**src/ictf_pkg.sv**
```systemverilog
// ----------------------------------------------------------------------------
// ictf_pkg
// Shared types, codes and helper functions of the complementary tilt filter.
// ----------------------------------------------------------------------------
package ictf_pkg;

	localparam int CORDIC_STEPS_DEF = 16;
	localparam int SQRT_ITERS       = 24;

	localparam logic [1:0] REG_BLEND_ALPHA  = 2'd0;
	localparam logic [1:0] REG_RATE_GAIN    = 2'd1;
	localparam logic [1:0] REG_DEFAULT_STEP = 2'd2;
	localparam logic [1:0] REG_MAX_STEP     = 2'd3;

	typedef enum logic [3:0] {
		OP_NONE, OP_LOAD, OP_INC_A, OP_INC_B, OP_SQ1, OP_SQ2, OP_SQRT,
		OP_CINIT, OP_CORD, OP_CSTORE, OP_BL1, OP_BL2, OP_OUT
	} op_t;

	typedef enum logic [3:0] {
		ST_IDLE, ST_INC_A, ST_INC_B, ST_SQ1, ST_SQ2, ST_SQRT, ST_CINIT,
		ST_CORD, ST_CSTORE, ST_BL1, ST_BL2, ST_FIN
	} state_t;

	typedef struct packed {
		op_t        op;
		logic       sel;   // 0 pitch, 1 roll
		logic [4:0] iter;
	} cmd_t;

	function automatic logic signed [23:0] atan_q16(input logic [4:0] i);
		logic signed [23:0] r;
		case (i)
			5'd0:  r = 24'sd2949120;
			5'd1:  r = 24'sd1740967;
			5'd2:  r = 24'sd919879;
			5'd3:  r = 24'sd466945;
			5'd4:  r = 24'sd234379;
			5'd5:  r = 24'sd117304;
			5'd6:  r = 24'sd58666;
			5'd7:  r = 24'sd29335;
			5'd8:  r = 24'sd14668;
			5'd9:  r = 24'sd7334;
			5'd10: r = 24'sd3667;
			5'd11: r = 24'sd1833;
			5'd12: r = 24'sd917;
			5'd13: r = 24'sd458;
			5'd14: r = 24'sd229;
			5'd15: r = 24'sd115;
			5'd16: r = 24'sd57;
			5'd17: r = 24'sd29;
			5'd18: r = 24'sd14;
			5'd19: r = 24'sd7;
			5'd20: r = 24'sd4;
			5'd21: r = 24'sd2;
			5'd22: r = 24'sd1;
			default: r = 24'sd0;
		endcase
		return r;
	endfunction

	function automatic logic signed [31:0] sat32(input logic signed [39:0] v);
		logic signed [31:0] r;
		if (v > 40'sd2147483647)
			r = 32'sh7FFFFFFF;
		else if (v < -40'sd2147483648)
			r = 32'sh80000000;
		else
			r = v[31:0];
		return r;
	endfunction

endpackage

```
**src/ictf_ctrl.sv**
```systemverilog
// ----------------------------------------------------------------------------
// ictf_ctrl
// Sequencer: steps the datapath through increments, sqrt, CORDIC and blend.
// ----------------------------------------------------------------------------
module ictf_ctrl #(
	parameter int CORDIC_STEPS = ictf_pkg::CORDIC_STEPS_DEF
) (
	input  logic          clk,
	input  logic          arst_n,
	input  logic          in_valid,
	output logic          in_ready,
	output logic          out_valid,
	input  logic          out_ready,
	output ictf_pkg::cmd_t cmd
);
	import ictf_pkg::*;

	localparam logic [4:0] CORD_LAST = 5'(CORDIC_STEPS - 1);
	localparam logic [4:0] SQRT_LAST = 5'(SQRT_ITERS - 1);

	state_t     state_q, state_d;
	logic       sel_q, sel_d;
	logic [4:0] cnt_q, cnt_d;
	logic       out_valid_q, out_valid_d;

	always_ff @(posedge clk or negedge arst_n) begin
		if (!arst_n) begin
			state_q     <= ST_IDLE;
			sel_q       <= 1'b0;
			cnt_q       <= '0;
			out_valid_q <= 1'b0;
		end else begin
			state_q     <= state_d;
			sel_q       <= sel_d;
			cnt_q       <= cnt_d;
			out_valid_q <= out_valid_d;
		end
	end

	always_comb begin
		state_d     = state_q;
		sel_d       = sel_q;
		cnt_d       = cnt_q;
		out_valid_d = out_valid_q && !out_ready;
		in_ready    = 1'b0;
		cmd.op      = OP_NONE;
		cmd.sel     = sel_q;
		cmd.iter    = cnt_q;
		unique case (state_q)
			ST_IDLE: begin
				in_ready = 1'b1;
				if (in_valid) begin
					cmd.op  = OP_LOAD;
					sel_d   = 1'b0;
					state_d = ST_INC_A;
				end
			end
			ST_INC_A: begin
				cmd.op = OP_INC_A;
				sel_d  = !sel_q;
				if (sel_q) state_d = ST_INC_B;
			end
			ST_INC_B: begin
				cmd.op = OP_INC_B;
				sel_d  = !sel_q;
				if (sel_q) state_d = ST_SQ1;
			end
			ST_SQ1: begin
				cmd.op  = OP_SQ1;
				state_d = ST_SQ2;
			end
			ST_SQ2: begin
				cmd.op  = OP_SQ2;
				cnt_d   = '0;
				state_d = ST_SQRT;
			end
			ST_SQRT: begin
				cmd.op = OP_SQRT;
				if (cnt_q == SQRT_LAST) begin
					cnt_d   = '0;
					state_d = ST_CINIT;
				end else begin
					cnt_d = cnt_q + 5'd1;
				end
			end
			ST_CINIT: begin
				cmd.op  = OP_CINIT;
				cnt_d   = '0;
				state_d = ST_CORD;
			end
			ST_CORD: begin
				cmd.op = OP_CORD;
				if (cnt_q == CORD_LAST) begin
					state_d = ST_CSTORE;
				end else begin
					cnt_d = cnt_q + 5'd1;
				end
			end
			ST_CSTORE: begin
				cmd.op  = OP_CSTORE;
				sel_d   = !sel_q;
				state_d = sel_q ? ST_BL1 : ST_SQ1;
			end
			ST_BL1: begin
				cmd.op  = OP_BL1;
				state_d = ST_BL2;
			end
			ST_BL2: begin
				cmd.op  = OP_BL2;
				sel_d   = !sel_q;
				state_d = sel_q ? ST_FIN : ST_BL1;
			end
			ST_FIN: begin
				if (!out_valid_q || out_ready) begin
					cmd.op      = OP_OUT;
					out_valid_d = 1'b1;
					state_d     = ST_IDLE;
				end
			end
			default: state_d = ST_IDLE;
		endcase
	end

	assign out_valid = out_valid_q;

endmodule

```
**src/ictf_datapath.sv**
```systemverilog
// ----------------------------------------------------------------------------
// ictf_datapath
// Config registers, shared multiplier, bit-serial sqrt, CORDIC and angle state.
// ----------------------------------------------------------------------------
module ictf_datapath (
	input  logic           clk,
	input  logic           arst_n,
	input  ictf_pkg::cmd_t cmd,
	input  logic           cfg_we,
	input  logic [1:0]     cfg_index,
	input  logic [16:0]    cfg_data,
	input  logic [95:0]    in_data,
	output logic [127:0]   out_data,
	output logic           out_flag
);
	import ictf_pkg::*;

	logic [16:0] alpha_cfg_q;
	logic [15:0] gain_q, max_step_q;
	logic [9:0]  def_step_q;

	always_ff @(posedge clk or negedge arst_n) begin
		if (!arst_n) begin
			alpha_cfg_q <= 17'd62259;
			gain_q      <= 16'd32786;
			def_step_q  <= 10'd50;
			max_step_q  <= 16'd1000;
		end else if (cfg_we) begin
			case (cfg_index)
				REG_BLEND_ALPHA:  alpha_cfg_q <= cfg_data;
				REG_RATE_GAIN:    gain_q      <= cfg_data[15:0];
				REG_DEFAULT_STEP: def_step_q  <= cfg_data[9:0];
				REG_MAX_STEP:     max_step_q  <= cfg_data[15:0];
				default: ;
			endcase
		end
	end

	logic signed [15:0] ax_q, ay_q, az_q, rx_q, ry_q;
	logic [15:0]        dt_q;
	logic               repl_q;
	logic [16:0]        alpha_q;
	logic signed [32:0] t_q [2];
	logic signed [32:0] inc_q [2];
	logic [31:0]        sum_q;
	logic [47:0]        rad_q;
	logic [26:0]        rem_q;
	logic [23:0]        root_q;
	logic signed [27:0] x_q, y_q;
	logic signed [25:0] z_q;
	logic signed [25:0] acc_q [2];
	logic signed [51:0] blend_q;
	logic signed [31:0] fused_q [2];
	logic signed [31:0] integ_q [2];

	logic        [15:0] step_in;
	logic               bad_step;
	logic signed [16:0] num;
	logic signed [15:0] sa, sb;
	logic signed [33:0] prop;
	logic signed [33:0] ma;
	logic signed [17:0] mb;
	logic signed [51:0] prod;
	logic signed [52:0] bsum;
	logic        [26:0] rem_n, trial;
	logic signed [27:0] dx, dy;

	assign step_in  = in_data[95:80];
	assign bad_step = (step_in == 16'd0) || (step_in > max_step_q);
	assign num      = cmd.sel ? -17'(ax_q) : 17'(ay_q);
	assign sa       = cmd.sel ? ay_q : ax_q;
	assign sb       = az_q;
	assign prop     = 34'(fused_q[cmd.sel]) + 34'(inc_q[cmd.sel]);
	assign rem_n    = {rem_q[24:0], rad_q[47:46]};
	assign trial    = {1'b0, root_q, 2'b01};
	assign dx       = y_q >>> cmd.iter;
	assign dy       = x_q >>> cmd.iter;

	always_comb begin
		ma = '0;
		mb = '0;
		case (cmd.op)
			OP_INC_A: begin
				ma = 34'(cmd.sel ? ry_q : rx_q);
				mb = $signed({2'b00, dt_q});
			end
			OP_INC_B: begin
				ma = 34'(t_q[cmd.sel]);
				mb = $signed({2'b00, gain_q});
			end
			OP_SQ1: begin
				ma = 34'(sa);
				mb = 18'(sa);
			end
			OP_SQ2: begin
				ma = 34'(sb);
				mb = 18'(sb);
			end
			OP_BL1: begin
				ma = prop;
				mb = $signed({1'b0, alpha_q});
			end
			OP_BL2: begin
				ma = 34'(acc_q[cmd.sel]);
				mb = $signed(18'd65536 - {1'b0, alpha_q});
			end
			default: ;
		endcase
	end

	assign prod = 52'(ma) * 52'(mb);
	assign bsum = 53'(blend_q) + 53'(prod);

	always_ff @(posedge clk or negedge arst_n) begin
		if (!arst_n) begin
			fused_q[0] <= '0;
			fused_q[1] <= '0;
			integ_q[0] <= '0;
			integ_q[1] <= '0;
		end else begin
			case (cmd.op)
				OP_BL1: integ_q[cmd.sel] <= sat32(40'(integ_q[cmd.sel]) + 40'(inc_q[cmd.sel]));
				OP_BL2: fused_q[cmd.sel] <= sat32(40'(bsum >>> 16));
				default: ;
			endcase
		end
	end

	always_ff @(posedge clk) begin
		case (cmd.op)
			OP_LOAD: begin
				ax_q    <= in_data[15:0];
				ay_q    <= in_data[31:16];
				az_q    <= in_data[47:32];
				rx_q    <= in_data[63:48];
				ry_q    <= in_data[79:64];
				dt_q    <= bad_step ? {6'd0, def_step_q} : step_in;
				repl_q  <= bad_step;
				alpha_q <= (alpha_cfg_q > 17'd65536) ? 17'd65536 : alpha_cfg_q;
			end
			OP_INC_A: t_q[cmd.sel] <= prod[32:0];
			OP_INC_B: inc_q[cmd.sel] <= prod[48:16];
			OP_SQ1:   sum_q <= prod[31:0];
			OP_SQ2: begin
				rad_q  <= {sum_q + prod[31:0], 16'd0};
				rem_q  <= '0;
				root_q <= '0;
			end
			OP_SQRT: begin
				rad_q <= {rad_q[45:0], 2'b00};
				if (rem_n >= trial) begin
					rem_q  <= rem_n - trial;
					root_q <= {root_q[22:0], 1'b1};
				end else begin
					rem_q  <= rem_n;
					root_q <= {root_q[22:0], 1'b0};
				end
			end
			OP_CINIT: begin
				x_q <= $signed({4'd0, root_q});
				y_q <= 28'(num) <<< 8;
				z_q <= '0;
			end
			OP_CORD: begin
				if (!y_q[27]) begin
					x_q <= x_q + dx;
					y_q <= y_q - dy;
					z_q <= z_q + 26'(atan_q16(cmd.iter));
				end else begin
					x_q <= x_q - dx;
					y_q <= y_q + dy;
					z_q <= z_q - 26'(atan_q16(cmd.iter));
				end
			end
			OP_CSTORE: acc_q[cmd.sel] <= (num == 17'sd0) ? 26'sd0 : z_q;
			OP_BL1:    blend_q <= prod;
			OP_OUT: begin
				out_data <= {integ_q[1], integ_q[0], fused_q[1], fused_q[0]};
				out_flag <= repl_q;
			end
			default: ;
		endcase
	end

endmodule

```
**src/imu_complementary_tilt_filter.sv**
```systemverilog
// ----------------------------------------------------------------------------
// imu_complementary_tilt_filter
// Complementary pitch/roll filter with CORDIC accel angles and gyro integrals.
// ----------------------------------------------------------------------------
//  channel | dir | signals                       | beat
//  s_      | in  | s_tvalid s_tready s_tdata[95:0] | one raw sample
//  m_      | out | m_tvalid m_tready m_tdata m_tuser | one filtered result
//  cfg_    | in  | cfg_valid cfg_ready cfg_index cfg_data | one register write
//
// One sample runs the 24-step serial sqrt and the CORDIC loop, once for pitch
// and once for roll, on one shared multiplier. A sample is taken only while
// idle; the result waits in an output register, so a stalled m_ side holds
// only the final step. Reset clears state, angles and config to defaults;
// cfg_ready is always high.
module imu_complementary_tilt_filter #(
	parameter int CORDIC_STEPS = ictf_pkg::CORDIC_STEPS_DEF
) (
	input  logic         clk,
	input  logic         arst_n,
	input  logic         s_tvalid,
	output logic         s_tready,
	// acc_x_sample, acc_y_sample, acc_z_sample, rate_x_sample, rate_y_sample, step_ms
	input  logic [95:0]  s_tdata,
	output logic         m_tvalid,
	input  logic         m_tready,
	// pitch_out, roll_out, integrated pitch, integrated roll
	output logic [127:0] m_tdata,
	// step_replaced
	output logic [0:0]   m_tuser,
	input  logic         cfg_valid,
	output logic         cfg_ready,
	input  logic [1:0]   cfg_index,
	input  logic [16:0]  cfg_data
);
	import ictf_pkg::*;

	cmd_t cmd;

	assign cfg_ready = 1'b1;

	ictf_ctrl #(.CORDIC_STEPS(CORDIC_STEPS)) u_ctrl (
		.clk       (clk),
		.arst_n    (arst_n),
		.in_valid  (s_tvalid),
		.in_ready  (s_tready),
		.out_valid (m_tvalid),
		.out_ready (m_tready),
		.cmd       (cmd)
	);

	ictf_datapath u_datapath (
		.clk       (clk),
		.arst_n    (arst_n),
		.cmd       (cmd),
		.cfg_we    (cfg_valid),
		.cfg_index (cfg_index),
		.cfg_data  (cfg_data),
		.in_data   (s_tdata),
		.out_data  (m_tdata),
		.out_flag  (m_tuser[0])
	);

endmodule
```
**config.mk**
```make
export PLATFORM = sky130hd
export DESIGN_NAME = imu_complementary_tilt_filter
export DESIGN_NICKNAME = d
export VERILOG_FILES = /design/src/ictf_pkg.sv /design/src/ictf_ctrl.sv /design/src/ictf_datapath.sv /design/src/imu_complementary_tilt_filter.sv
export SDC_FILE = /design/constraint.sdc
export NUM_CORES = 2
export LEC_CHECK = 0
export ABC_CLOCK_PERIOD_IN_PS = 25500
export BUFFER_PORTS_ARGS = -buffer_cell sky130_fd_sc_hd__buf_2
export CAP_MARGIN = 20
export CORE_UTILIZATION = 65
export CTS_BUF_LIST = sky130_fd_sc_hd__clkbuf_4 sky130_fd_sc_hd__clkbuf_8 sky130_fd_sc_hd__clkbuf_16
export CTS_CLUSTER_SIZE = 40
export DETAILED_ROUTE_END_ITERATION = 10
export PLACE_DENSITY = 0.92
export SKIP_CTS_REPAIR_TIMING = 1
export SLEW_MARGIN = 5
export SYNTH_ARGS = -nofsm -noshare
export SYNTH_HDL_FRONTEND = slang
export SYNTH_HIERARCHICAL = 1
export SYNTH_SLANG_ARGS = --single-unit
```
**constraint.sdc**
```tcl
create_clock -name clk -period 25.5 [get_ports clk]
set_clock_uncertainty 0.15 [all_clocks]
set_input_delay 2.55 -clock clk [delete_from_list [all_inputs] [get_ports clk]]
set_output_delay 2.55 -clock clk [all_outputs]
set_load 0.01 [all_outputs]
```
# After elaboration in Yosys (flattened, before gate mapping)
# Memories as Yosys holds them, arrays and structs flattened.
# Index checks and enable logic that the tools add are counted.
# W data, S select, Z words.
# totals
regBits	704
mem_bits_rw	184
mem_bits_ro	1408
in_bits	120
out_inout_bits	132
elab_cells	186
n_memories	5
# op_classes
n_addsub	14
mul	1
n_lt_le_gt_ge	9
eq_ne	35
shifts	2
mux	64
bitwise_logic	1
reduce_logical	24
# mem_list
name	words	word_bits	read_ports	rd_ports_with_merged_regs	wr	line_no	text
(no name shown)	32	22	1	0	0	ictf_pkg.sv:33	case (i)
(no name shown)	32	22	1	0	0	ictf_pkg.sv:33	
u_datapath.inc_q	2	33	1	0	1	ictf_datapath.sv:44	logic signed [32:0] inc_q [2];
u_datapath.t_q	2	33	1	0	1	ictf_datapath.sv:43	logic signed [32:0] t_q [2];
u_datapath.acc_q	2	26	1	0	1	ictf_datapath.sv:51	logic signed [25:0] acc_q [2];
# op_table
op	n
$mux W32	13
$pmux W34 S6	1
$bwmux W64	2
$pmux W28 S2	2
$pmux W18 S6	1
$mux W24	4
$pmux W4 S12	2
$pmux W48 S2	1
$add A32 B33 Y34	2
$add A28 B28 Y28	2
$mux W28	2
$sshr A28 B5 Y28	2
$sub A28 B28 Y28	2
$add A52 B52 Y53	1
$mul A34 B18 Y52	1
$mux W26	2
$pmux W26 S2	1
$pmux W25 S2	1
$pmux W24 S2	1
$gt A40 B32 Y1 const B	1
$lt A40 B32 Y1 const B	1
$gt A37 B32 Y1 const B	1
$lt A37 B32 Y1 const B	1
$eq A4 B4 Y1 const B	9
other kinds (47)	94

# Longest topological paths before layout
# depth
depth_word	13
mapped_depth	65
ltp_nobuf	54

# Cells and area by module
# Netlist, hierarchy kept.
# modules_own_cells
module	instances	cells_per_inst	area_each_um2	seq_area_each_um2
ictf_datapath	1	6989	71837.6	24946.4
ictf_ctrl	1	91	820.8	275.3
imu_complementary_tilt_filter	1	2	11.3	0.0

# Worst setup path before layout
# Ideal clock, no wire load.
# synth_path
kind	register to register
from	register u_ctrl.sel_q
to	register u_datapath/fused_q[41] in the netlist's numbering
setup_ns	0.077
t_arrival_ns	15.150
required_ns	25.273
path_slack_ns	10.122
path_stages_with_launch	61
n_path_buf	11
synth_period_minus_slack_ns	15.378
cell_sequence	dfrtp_1 > buf_4 > buf_1 > clkbuf_1 > buf_1 > clkbuf_1 > buf_1 > clkbuf_1 > clkbuf_1 > mux2_2 > ha_1 > inv_1 > fa_1 > nor2b_1 > o21a_1 > o21ai_0 > a21oi_1 > o21ai_0 > (+25 left out) > nor2b_1 > xnor2_1 > ha_1 > clkbuf_1 > and3_1 > nand4_1 > nor4_1 > nand3_1 > o21ai_0 > a311oi_1 > o211ai_1 > xor2_1 > inv_1 > o41ai_2 > buf_4 > buf_6 > nand3_2 > a21oi_1
# synth_between
elab_chain_cells	13
word_cells_on_any_way	25
cone_classes	2 x add/sub; 1 x mul; 4 x order compare; 13 x mux; 1 x bitwise; 1 x reduce/logical; 3 x memory
# synth_rtl
element	line_no	text
from (decl)	ictf_ctrl.sv:22	logic sel_q, sel_d;
from (signal assigned)	ictf_ctrl.sv:34	sel_q <= sel_d;
$not A1 Y2 (not written as such)	ictf_datapath.sv:73	assign prop = 34'(fused_q[cmd.sel]) + 34'(inc_q[cmd.sel]);
$mux W32 (not written as such) (3 in series)	ictf_datapath.sv:73	
$add A32 B33 Y34	ictf_datapath.sv:73	
$pmux W34 S6	ictf_datapath.sv:82	case (cmd.op)
$mul A34 B18 Y52 (*)	ictf_datapath.sv:111	assign prod = 52'(ma) * 52'(mb);
net u_datapath.prod[46]	ictf_datapath.sv:63	logic signed [51:0] prod;
$add A52 B52 Y53 (*)	ictf_datapath.sv:112	assign bsum = 53'(blend_q) + 53'(prod);
$lt A37 B32 Y1	ictf_pkg.sv:66	else if (v < -40'sd2147483648)
$mux W32	ictf_pkg.sv:66	
$mux W32 (*)	ictf_pkg.sv:64	if (v > 40'sd2147483647)
$mux W32 (*)	ictf_datapath.sv:121	case (cmd.op)
$bwmux W64 (*)	ictf_datapath.sv:123	OP_BL2: fused_q[cmd.sel] <= sat32(40'(bsum >>> 16));
to (signal, indexed assignment)	ictf_datapath.sv:123	
to (decl)	ictf_datapath.sv:53	logic signed [31:0] fused_q [2];
# Mark *: on every way through the listed nets, which the timed path passes. The rest lies on a longest branch. The select of a mux whose other input is x is not followed.
# A chain may end at the register's enable or synchronous reset.

==> results.py <==
metrics = {
    "run_status": {
        "outcome": "finished clean",
    },
    "logic_synthesis": {
        "ys_types": 113,
        "ys_seq_area_share_pct": 34.7,
        "synth-edff-count": 674,
        "synth_top_cell_by_area": "edfxtp_1",
        "syn_inst": 7082,
        "ys_ff_latch": 872,
        "async_flop_share_pct": 22.7,
        "synth_area_sq_um": 72700,
        "synth.top_cell.area_share_pct": 27.9,
        "synth_fp_nets": 8200,
        "yosys_warnings": 6,
        "synth_top_flop_cell": "edfxtp_1",
        "synth_area_leaders": "edfxtp_1 28%, fa_1 16%, ha_1 7.0%",
        "avgSynthCellArea_sq_um": 10.3,
    },
    "setup_path": {
        "crit_fanout": 70,
        "cpMaxStageDelayCell": "inv_4",
        "worstReg2RegEnd": "u_datapath/fused_q[39]",
        "path_class": "input pin to register",
        "startpoint_type": "input pin",
        "cp.arrival_ns": 16.65,
        "crit_path_end_kind": "register",
        "ff2ff_setup_slack_ns": 9.62,
        "rr_startpoint": "u_ctrl/sel_q",
        "required_ns": 25.96,
        "slowest_delay_ns": 0.78,
        "critPathLaunch": "m_tready",
        "r2r_cells": 47,
    },
    "routing": {
        "drt-initial-drc-count": 7386,
        "wl_per_cell_microns": 24.8,
        "dr.pass1.iters": 8,
        "antenna_left": 0,
        "viasPerCell": 6.66,
        "routed_wirelength_microns": 218000,
        "drc": 0,
        "via_count": 58600,
    },
    "clock_tree": {
        "clock-sinks": 872,
        "numCtsBuffers": 89,
        "cts_root_buf": "clkbuf_16",
        "clk-insertion-delay-late_ns": 0.70,
        "htreeDepth": 3,
        "clkTransAtPathRegs_ns": 0.06,
        "cts_tree": "built",
        "clk_path_buf_depth": 3,
    },
    "cells_and_area": {
        "synthToLayoutAreaGrowth_pct": 8.63,
        "drive_gt1_share_pct": 12.8,
        "utilization_pct": 71.2,
        "design_area_sq_um": 78900,
        "nets": 8353,
    },
    "global_route": {
        "grt_overflow_total": 0,
        "grt_usage_pct": 38.7,
        "grt_max_degree": 86,
        "grt_pass1_wl_microns": 336000,
        "antenna_found_initial": 6,
        "grt_pass1_vias": 58700,
    },
    "die": {
        "die_w_microns": 336,
        "start_util_pct": 65.6,
        "coreArea_sq_um": 111000,
        "dieArea_sq_um": 113000,
        "fp-row-count": 122,
        "pin_count": 252,
        "die_h_microns": 336,
    },
    "place": {
        "place_area_sq_um": 75600,
        "place_ws_ns": 9.11,
        "hpwl_microns": 161000,
        "place_congestion": 1.00,
        "numPortBuffers": 250,
    },
    "worst_hold_path": {
        "whs_endpoint": "u_datapath/out_flag",
        "hold_path_class": "register to register",
        "hold_path.startpoint": "u_datapath/repl_q",
        "hold_path_depth": 0,
    },
    "pwr": {
        "ir_worst_vdd_uv": 69.5,
        "leakage_uw": 0.0353,
        "p_per_area_nw_per_um2": 38.6,
        "total_power_uw": 3050,
    },
    "timing": {
        "slew_headroom_pct": 18.1,
        "hold_viol_final": 0,
        "finalSetupTns_ns": 0,
        "fin_ws_ns": 9.31,
        "period_share_pct": 63.5,
        "max_slew.worst_pin.slew_ns": 1.23,
        "setup_viol": 0,
        "min_period_ns": 16.19,
        "fmax_mhz": 61.8,
        "slew_violations": 0,
        "rsz0062_at_grt": "false",
    },
    "flow_run": {
        "cap_viol_max_count": 0,
    },
}
-- how the worst max path moves through the flow --
| stage | slack [ns] | end | depth (start not counted) |
|---|---|---|---|
| after global placement | 9.44 | u_datapath/fused_q[38] | 49 |
| after floorplan | 10.12 | u_datapath/fused_q[41] | 60 |
| after detailed placement | 9.11 | u_datapath/fused_q[14] | 47 |
| after global routing | 8.53 | u_datapath/fused_q[10] | 50 |
| final | 9.31 | u_datapath/fused_q[39] | 50 |
| after CTS | 9.66 | u_datapath/fused_q[34] | 49 |
-- power by group --
group / total (uW) / leakage, uW / internal, uW / switching, uW
clock: 1420 / 0.00157 / 828 / 594
sequential: 1560 / 0.00914 / 1540 / 13.3
combinational: 73.7 / 0.0246 / 36.0 / 37.7
-- worst max-delay path: cells and delay by family --
kind	cells	cell delay, ns
AND/OR/NAND/NOR	17	4.07
adder cells (fa/ha/maj)	8	3.92
AO/OA/AOI/OAI	12	3.17
buffers and inverters	11	2.32
XOR/XNOR	2	0.48
-- cells by family after synthesis --
family | count (synthesis) | synth area share [%]
and+or+nand+nor | 1925 | 12.4
DFF | 872 | 34.7
other | 1 | 0.00516
adders and majority gates | 998 | 23.3
xor gates and xnor gates | 316 | 3.81
muxes | 392 | 6.96
AOI/OAI and AO/OA | 1431 | 12.7
buffers and inverters | 1147 | 6.12
-- routing by layer --
layer,part of all wire [%],GRT usage (%)
met4,6.6,21.4
met1,36,49.0
met2,46,61.4
met3,12,9.29
met5,0.011,0
-- Yosys cell counts, drive strengths merged (27+ instances only) --
| cell type | n |
|---|---|
| o22ai | 31 |
| nand2 | 626 |
| mux2i | 117 |
| buf | 81 |
| a21o | 160 |
| o211ai | 32 |
| xnor2 | 195 |
| o21ai | 327 |
| and3 | 59 |
| clkbuf | 230 |
| nor2b | 107 |
| nand4 | 44 |
| nor4 | 28 |
| a21oi | 425 |
| nand2b | 70 |
| o21bai | 46 |
| a31oi | 52 |
| a22oi | 36 |
| a211oi | 51 |
| edfxtp | 674 |
| or3 | 37 |
| inv | 834 |
| nand3 | 106 |
| fa | 592 |
| mux2 | 205 |
| nor2 | 574 |
| dfrtp | 176 |
| and2 | 96 |
| nor3 | 105 |
| xor2 | 121 |
| mux4 | 70 |
| o21a | 46 |
| ha | 406 |
| o31ai | 27 |
-- sequential cells by signal, indices dropped and copies added, names as in the netlist, 17 cells and up --
| signal | count |
|---|---|
| u_datapath/acc_q | 52 |
| u_datapath/inc_q | 66 |
| u_datapath/blend_q | 52 |
| u_datapath/rem_q | 25 |
| u_datapath/x_q | 28 |
| u_datapath/root_q | 24 |
| u_datapath/y_q | 28 |
| u_datapath/integ_q | 64 |
| u_datapath/t_q | 66 |
| u_datapath/sum_q | 32 |
| u_datapath/alpha_cfg_q | 17 |
| u_datapath/out_data | 128 |
| u_datapath/alpha_q | 17 |
| u_datapath/fused_q | 64 |
| u_datapath/z_q | 26 |
| u_datapath/rad_q | 32 |
-- through the flow --
stage | std cells | hold WS, ns
floorplan | 7082 | 0.250
global placement | 8625 | 0.256
detailed placement | 8626 | 0.267
CTS | 8792 | 0.289
global route | 8800 | 0.295
finish | 8805 | 0.296
-- cell usage in the layout (no fill, tap or decap), types with 46 or more instances in the layout --
cell       Yosys  layout
a211oi_1      48      46
a21o_1       159     159
a21oi_1      423     422
a31oi_1       52      50
and2_1        95      95
and3_1        59      58
buf_2         36     249
buf_4          8     116
clkbuf_16      0      90
dfrtp_1      176     172
edfxtp_1     674     674
fa_1         592     592
ha_1         406     406
inv_1        830     830
mux2_2       205     205
mux2i_1      117     117
mux4_2        70      70
nand2_1      624     620
nand2b_1      69      68
nand3_1       96      94
nor2_1       574     566
nor2b_1      107     107
nor3_1       103      99
o21a_1        46      46
o21ai_0      318     316
o21bai_1      46      46
xnor2_1      195     195
xor2_1       121     121
-- final cells by class --
| cell class | instances | area [sq um] |
|---|---|---|
| Antenna cell | 7 | 17.5 |
| Clock buffer | 109 | 2420 |
| Clock inverter | 57 | 758 |
| Fill cell | 7553 | 31900 |
| Inverter | 836 | 3140 |
| Multi-Input combinational cell | 5063 | 43300 |
| Sequential cell | 872 | 25200 |
| Tap cell | 1488 | 1860 |
| Timing Repair Buffer | 373 | 2250 |
(Power assumes the default switching activity.)
